==> src/rtl/core/spq_pkg.sv <==
`timescale 1ns / 1ps
`default_nettype none

package spq_pkg;

   localparam int COUNT_W = 5;

   // request function codes
   localparam logic FUNC_INSERT = 1'b0;
   localparam logic FUNC_REMOVE = 1'b1;

   typedef enum logic [1:0] {
      STATUS_DONE  = 2'd0,
      STATUS_FULL  = 2'd1,
      STATUS_EMPTY = 2'd2
   } status_type;

   typedef enum logic [1:0] {
      CELL_HOLD,
      CELL_INSERT,
      CELL_REMOVE
   } cell_op_type;

   typedef struct packed {
      logic               func;
      logic signed [31:0] value;
      logic signed [15:0] priority_req;
   } req_type;

   typedef struct packed {
      status_type         status;
      logic [COUNT_W-1:0] count;
      logic signed [31:0] removed_value;
   } rsp_type;

   typedef struct packed {
      logic signed [31:0] value;
      logic signed [15:0] prio;
   } entry_type;

   // broadcast from the controller to every cell
   typedef struct packed {
      cell_op_type op;
      entry_type   item;
   } cell_ctl_type;

endpackage

`default_nettype wire

==> src/rtl/core/stable_priority_queue_top.sv <==
// An accepted request beat leaves its response beat in a registered response slot.
// Throughput: one request beat per cycle while rsp_ready is high; every cell compares
// the new priority and shifts in the same cycle, so only rsp_ready can hold the flow.
// Reset clears the entry count and the response valid; cell storage keeps its
// contents and is only ever read below the entry count.
`timescale 1ns / 1ps
`default_nettype none

module stable_priority_queue_top #(
   parameter int CAPACITY = 16
) (
   input  logic             clock,
   input  logic             reset,
   input  logic             req_valid,
   output logic             req_ready,
   input  spq_pkg::req_type req_data,
   output logic             rsp_valid,
   input  logic             rsp_ready,
   output spq_pkg::rsp_type rsp_data
);
   import spq_pkg::*;

   localparam int CntW = $clog2(CAPACITY + 1);

   // Entry count: the cells hold no valid bits, occupancy follows from the count.
   logic [CntW-1:0] count_ff;
   logic [CntW-1:0] count_in;

   // Response register parts the request side from the response side.
   logic    rsp_valid_ff;
   logic    rsp_valid_in;
   rsp_type rsp_data_ff;
   rsp_type rsp_data_in;

   logic         req_accept;
   logic         is_full;
   logic         is_empty;
   cell_ctl_type ctl;

   entry_type             cell_entry [CAPACITY];
   logic [CAPACITY-1:0]   cell_ge;
   logic [CAPACITY-1:0]   cell_occupied;

   // Take a new beat whenever the response slot is empty or draining this cycle.
   assign req_ready  = !rsp_valid_ff || rsp_ready;
   assign req_accept = req_valid && req_ready;
   assign is_full    = (count_ff == CntW'(CAPACITY));
   assign is_empty   = (count_ff == '0);

   assign rsp_valid = rsp_valid_ff;
   assign rsp_data  = rsp_data_ff;

   // Row of cells, head at cell 0. Each cell sees both neighbors: insert shifts
   // toward the tail past the cut point, remove shifts toward the head.
   for (genvar i = 0; i < CAPACITY; i++) begin : g_cell
      entry_type left_entry;
      entry_type right_entry;
      logic      left_ge;

      assign cell_occupied[i] = (CntW'(i) < count_ff);

      if (i == 0) begin : g_head
         assign left_entry = ctl.item;
         assign left_ge    = 1'b1;
      end else begin : g_body
         assign left_entry = cell_entry[i-1];
         assign left_ge    = cell_ge[i-1];
      end

      if (i == CAPACITY - 1) begin : g_tail
         assign right_entry = cell_entry[i];
      end else begin : g_inner
         assign right_entry = cell_entry[i+1];
      end

      spq_cell u_cell (
         .clock       (clock),
         .ctl         (ctl),
         .left_entry  (left_entry),
         .right_entry (right_entry),
         .left_ge     (left_ge),
         .occupied    (cell_occupied[i]),
         .entry       (cell_entry[i]),
         .ge          (cell_ge[i])
      );
   end

   // Decode the request into a cell command, the next count and the response.
   always_comb begin
      ctl.op        = CELL_HOLD;
      ctl.item.value = req_data.value;
      ctl.item.prio  = req_data.priority_req;
      count_in      = count_ff;

      rsp_data_in.status        = STATUS_DONE;
      rsp_data_in.removed_value = '0;

      if (req_accept) begin
         case (req_data.func)
            FUNC_INSERT: begin
               if (is_full) begin
                  // drop the item, report full
                  rsp_data_in.status = STATUS_FULL;
               end else begin
                  ctl.op   = CELL_INSERT;
                  count_in = count_ff + CntW'(1);
               end
            end
            FUNC_REMOVE: begin
               if (is_empty) begin
                  rsp_data_in.status = STATUS_EMPTY;
               end else begin
                  ctl.op                    = CELL_REMOVE;
                  rsp_data_in.removed_value = cell_entry[0].value;
                  count_in                  = count_ff - CntW'(1);
               end
            end
            default: begin
               ctl.op = CELL_HOLD;
            end
         endcase
      end

      // count is reported masked to the response field
      rsp_data_in.count = COUNT_W'(count_in);
   end

   // Load on accept, clear once the response beat leaves, else hold.
   always_comb begin
      if (req_accept) begin
         rsp_valid_in = 1'b1;
      end else if (rsp_ready) begin
         rsp_valid_in = 1'b0;
      end else begin
         rsp_valid_in = rsp_valid_ff;
      end
   end

   always_ff @(posedge clock) begin
      if (reset) begin
         count_ff     <= '0;
         rsp_valid_ff <= 1'b0;
      end else begin
         count_ff     <= count_in;
         rsp_valid_ff <= rsp_valid_in;
      end
   end

   always_ff @(posedge clock) begin
      if (req_accept) begin
         rsp_data_ff <= rsp_data_in;
      end
   end

   // The count never passes the capacity.
   a_count_bound: assert property (@(posedge clock) disable iff (reset)
      count_ff <= CntW'(CAPACITY))
      else $error("entry count beyond capacity");

   // An accepted request always leaves a response beat in the register.
   a_rsp_follows: assert property (@(posedge clock) disable iff (reset)
      req_accept |=> rsp_valid_ff)
      else $error("no response after accepted request");

   // A full report leaves the queue at capacity.
   a_full_state: assert property (@(posedge clock) disable iff (reset)
      (rsp_valid_ff && rsp_data_ff.status == STATUS_FULL) |-> is_full)
      else $error("full status while queue not full");

   // An empty report leaves the queue empty and returns no value.
   a_empty_state: assert property (@(posedge clock) disable iff (reset)
      (rsp_valid_ff && rsp_data_ff.status == STATUS_EMPTY)
         |-> (is_empty && rsp_data_ff.removed_value == '0))
      else $error("empty status with stored entries or a value");

endmodule

`default_nettype wire

==> src/rtl/core/spq_cell.sv <==
`timescale 1ns / 1ps
`default_nettype none

module spq_cell (
   input  logic                 clock,
   input  spq_pkg::cell_ctl_type ctl,
   input  spq_pkg::entry_type   left_entry,
   input  spq_pkg::entry_type   right_entry,
   input  logic                 left_ge,
   input  logic                 occupied,
   output spq_pkg::entry_type   entry,
   output logic                 ge
);
   import spq_pkg::*;

   entry_type entry_ff;
   entry_type entry_in;

   // stay ahead of the new item when holding an equal or higher priority
   assign ge    = occupied && (entry_ff.prio >= ctl.item.prio);
   assign entry = entry_ff;

   always_comb begin
      entry_in = entry_ff;
      case (ctl.op)
         CELL_INSERT: begin
            if (!ge) begin
               // first cell past the cut takes the item, the rest shift down
               if (left_ge) begin
                  entry_in = ctl.item;
               end else begin
                  entry_in = left_entry;
               end
            end
         end
         CELL_REMOVE: begin
            entry_in = right_entry;
         end
         CELL_HOLD: begin
            entry_in = entry_ff;
         end
         default: begin
            entry_in = entry_ff;
         end
      endcase
   end

   always_ff @(posedge clock) begin
      entry_ff <= entry_in;
   end

endmodule

`default_nettype wire
==> config.mk <==
export PLATFORM = sky130hd
export DESIGN_NAME = stable_priority_queue_top
export DESIGN_NICKNAME = d
export VERILOG_FILES = /design/src/rtl/core/spq_pkg.sv /design/src/rtl/core/stable_priority_queue_top.sv /design/src/rtl/core/spq_cell.sv
export SDC_FILE = /design/constraint.sdc
export NUM_CORES = 2
export LEC_CHECK = 0
export BUFFER_PORTS_ARGS = -buffer_cell sky130_fd_sc_hd__buf_2
export CELL_PAD_IN_SITES_DETAIL_PLACEMENT = 0
export CELL_PAD_IN_SITES_GLOBAL_PLACEMENT = 2
export CORE_UTILIZATION = 30
export DETAILED_ROUTE_END_ITERATION = 16
export GPL_TIMING_DRIVEN = 1
export PLACE_DENSITY_LB_ADDON = 0.1
export SYNTH_ARGS = -nofsm -noshare
export SYNTH_HDL_FRONTEND = slang
export SYNTH_HIERARCHICAL = 1
export SYNTH_SLANG_ARGS = --single-unit
==> constraint.sdc <==
create_clock -name clock -period 5.5 [get_ports clock]
set_input_delay 0.55 -clock clock [delete_from_list [all_inputs] [get_ports clock]]
set_output_delay 0.55 -clock clock [all_outputs]
set_load 0.05 [all_outputs]
==> results.sh <==
export IMPL_worstPathMaxFanout=29
export IMPL_cts_repair_resize_count=0
export IMPL_detailroute_wirelength_met3_um=4690
export IMPL_crit_path_start_kind="flip-flop"
export IMPL_dr_first_iter_drc_count=1878
export IMPL_cts_sinks=813
export IMPL_remaining_drc_errors=0
export IMPL_fp_dieArea_um2=162000
export IMPL_tightestPinTransition_ns=1.08
export IMPL_chipHeight_um=403
export IMPL_setup_viol=0
export IMPL_fin_nets=4866
export IMPL_tritoncts="built"
export IMPL_number_of_setup_buffers_added_after_cts=0
export IMPL_setup_total_negative_slack_ns=0
export IMPL_yosysWarnings=6
export IMPL_hold_buffers=0
export IMPL_core_area_um2=159000
export IMPL_critical_path_slowest_cell="a311o_2"
export IMPL_drt_total_wl_um=143000
export IMPL_ant_nets=0
export IMPL_clk_insertion_delay_late_ns=0.70
export IMPL_period_minus_slack_ns=4.17
export IMPL_powerDensity_nw_per_um2=409
export IMPL_starting_density_of_the_core=0.303
export IMPL_finalCritPeriodShare=0.757
export IMPL_finalClockSkew_ns=0.0243
export IMPL_first_pass_iters=7
export IMPL_crit_type="flip-flop to flip-flop"
export IMPL_outcome="complete, no violations"
export IMPL_highest_signal_layer="met5"
export IMPL_timing_critical_path_cells="inv_1, ha_1, nor3b_1, nand2_1, and3_2, buf_4, nor2b_1, nor2b_1, a311o_2, buf_4"
export IMPL_number_of_antenna_violations_at_the_first_check_in_global_routing=6
export IMPL_routabilityCongestion=0.783
export IMPL_category_of_cells_accounting_for_the_largest_share_of_critical_path_delay="simple AND/OR/NAND/NOR gates"
export IMPL_worstPathBufferInverterCount=3
export IMPL_met2WireLength_um=55400
export IMPL_synth_net_count=4859
export IMPL_crit_arrival_ns=4.54
export IMPL_synth_avg_cell_area_um2=10.6
export IMPL_number_of_global_route_vias_before_repair=32300
export IMPL_rsz_0062_raised_after_global_routing="false"
export IMPL_die_width_um=403
export IMPL_htree_levels=3
export IMPL_hold_class="input pin to flip-flop"
export IMPL_vdd_drop_max_uv=255
export IMPL_dp_hpwl_um=104000
export IMPL_largest_net_degree_at_the_start_of_global_routing=98
export IMPL_drive_above_1_share=0.0918
export IMPL_fmax_ghz=0.240
export IMPL_design_portCount=94
export IMPL_finalHoldViolations=0
export IMPL_clockBufferDepth=3
export IMPL_timing_critical_path_slowest_cell_delay_ns=0.69
export IMPL_summed_instance_area_of_the_synthesized_netlist_um2=48200
export IMPL_dr_total_vias=32300
export IMPL_overall_track_demand_over_capacity_in_global_routing=0.175
export IMPL_synthesis_instances=4546
export IMPL_end_kind="flip-flop"
export IMPL_clk_pin_slew_ns=0.06
export IMPL_placementRows=146
export IMPL_clockRootBuffer="clkbuf_16"
export IMPL_first_pass_grt_wire_length_um=219000
export IMPL_buffer_ports_inserted=93
export IMPL_fillers=16200
export IMPL_drt_met1_wl_um=80400
export IMPL_gr_total_overflow=0
export IMPL_cellLeakagePower_nw=18.6
export IMPL_number_of_max_capacitance_violations_reported=0
export IMPL_area_delta_synth_final_pct=13.4
export IMPL_finalHoldWorstSlack_ns=0.143
export IMPL_final_count_of_pins_violating_max_slew=0
export IMPL_cp_data_required_time_ns=5.87
export IMPL_max_slew_margin_rel=0.278
export IMPL_total_cts_buffers=105
export IMPL_routed_via_density=4.81
export IMPL_wire_per_inst_um=21.3
-- power by group --
group | switching, mW | internal (mW) | leakage, nW
sequential | 1.06 | 8.97 | 7.70
clock | 2.87 | 4.18 | 1.70
combinational | 3.28 | 1.99 | 9.25
-- stage by stage --
stage	worst slack [ns]	total power, mW	area, µm²	util	instances
6_report	1.33	22.3	54600	0.344	6714
5_1_grt	1.08	23.6	54600	0.344	6713
4_1_cts	1.27	22.7	54600	0.344	6713
3_5_place_dp	1.25	15.5	51100	0.322	6518
3_3_place_gp	1.28	15.4	51100	0.322	6518
2_1_floorplan	0.353	13.5	48200	-	4546
-- sequential cells by signal, summed over array words and instances (netlist names) --
| signal | count |
|---|---|
| g_cell.u_cell/entry | 768 |
| rsp_valid | 1 |
| count_ff | 5 |
| rsp_data | 39 |
-- final cells by class --
| type | instances | area [µm²] | area share |
|---|---|---|---|
| multi-input combinational | 3175 | 21700 | 0.398 |
| inverter | 274 | 1030 | 0.0188 |
| clock inverter | 62 | 639 | 0.0117 |
| tap | 2072 | 2590 | 0.0475 |
| timing repair buffer | 184 | 1450 | 0.0265 |
| sequential | 813 | 24400 | 0.446 |
| antenna | 1 | 2.50 | 0.0000458 |
| clock buffer | 133 | 2830 | 0.0518 |
-- layer usage --
layer	GRT usage	vias to the layer above
met1	0.288	15200
met3	0.0230	140
met2	0.236	465
li1	-	16500
met4	0.0329	4
met5	0	-
-- cell usage in the layout, fill, tap and decap left out, drive strengths merged, types with 2 or more instances in the layout --
cell        n
and3       38
o221ai     11
a21o       19
or3         7
nand2     848
clkbuf    133
a32oi       5
dfxtp       6
a221oi      2
mux2i     784
nor2       54
clkinv     47
ha        260
nand4      48
inv       275
a21boi     10
edfxtp    807
nor4       11
nand3      25
a311oi     12
bufinv     12
a211oi      2
nand2b      4
o211ai      5
buf       184
a211o       5
and2b       5
o21ai     797
a311o      11
o21bai      3
a21oi     118
clkinvlp    2
nor3       21
nor2b      50
a31oi       6
-- final timing paths --
kind	to	cells after the start	slack [ns]	startpoint
max	g_cell[14].u_cell/entry[7]	10	1.33	count_ff[1]
min	rsp_valid	2	0.14	reset
max reg2reg	g_cell[14].u_cell/entry[7]	10	1.33	count_ff[1]
min reg2reg	g_cell[15].u_cell/entry[32]	2	0.56	g_cell[15].u_cell/entry[32]
(Power assumes the default switching activity.)
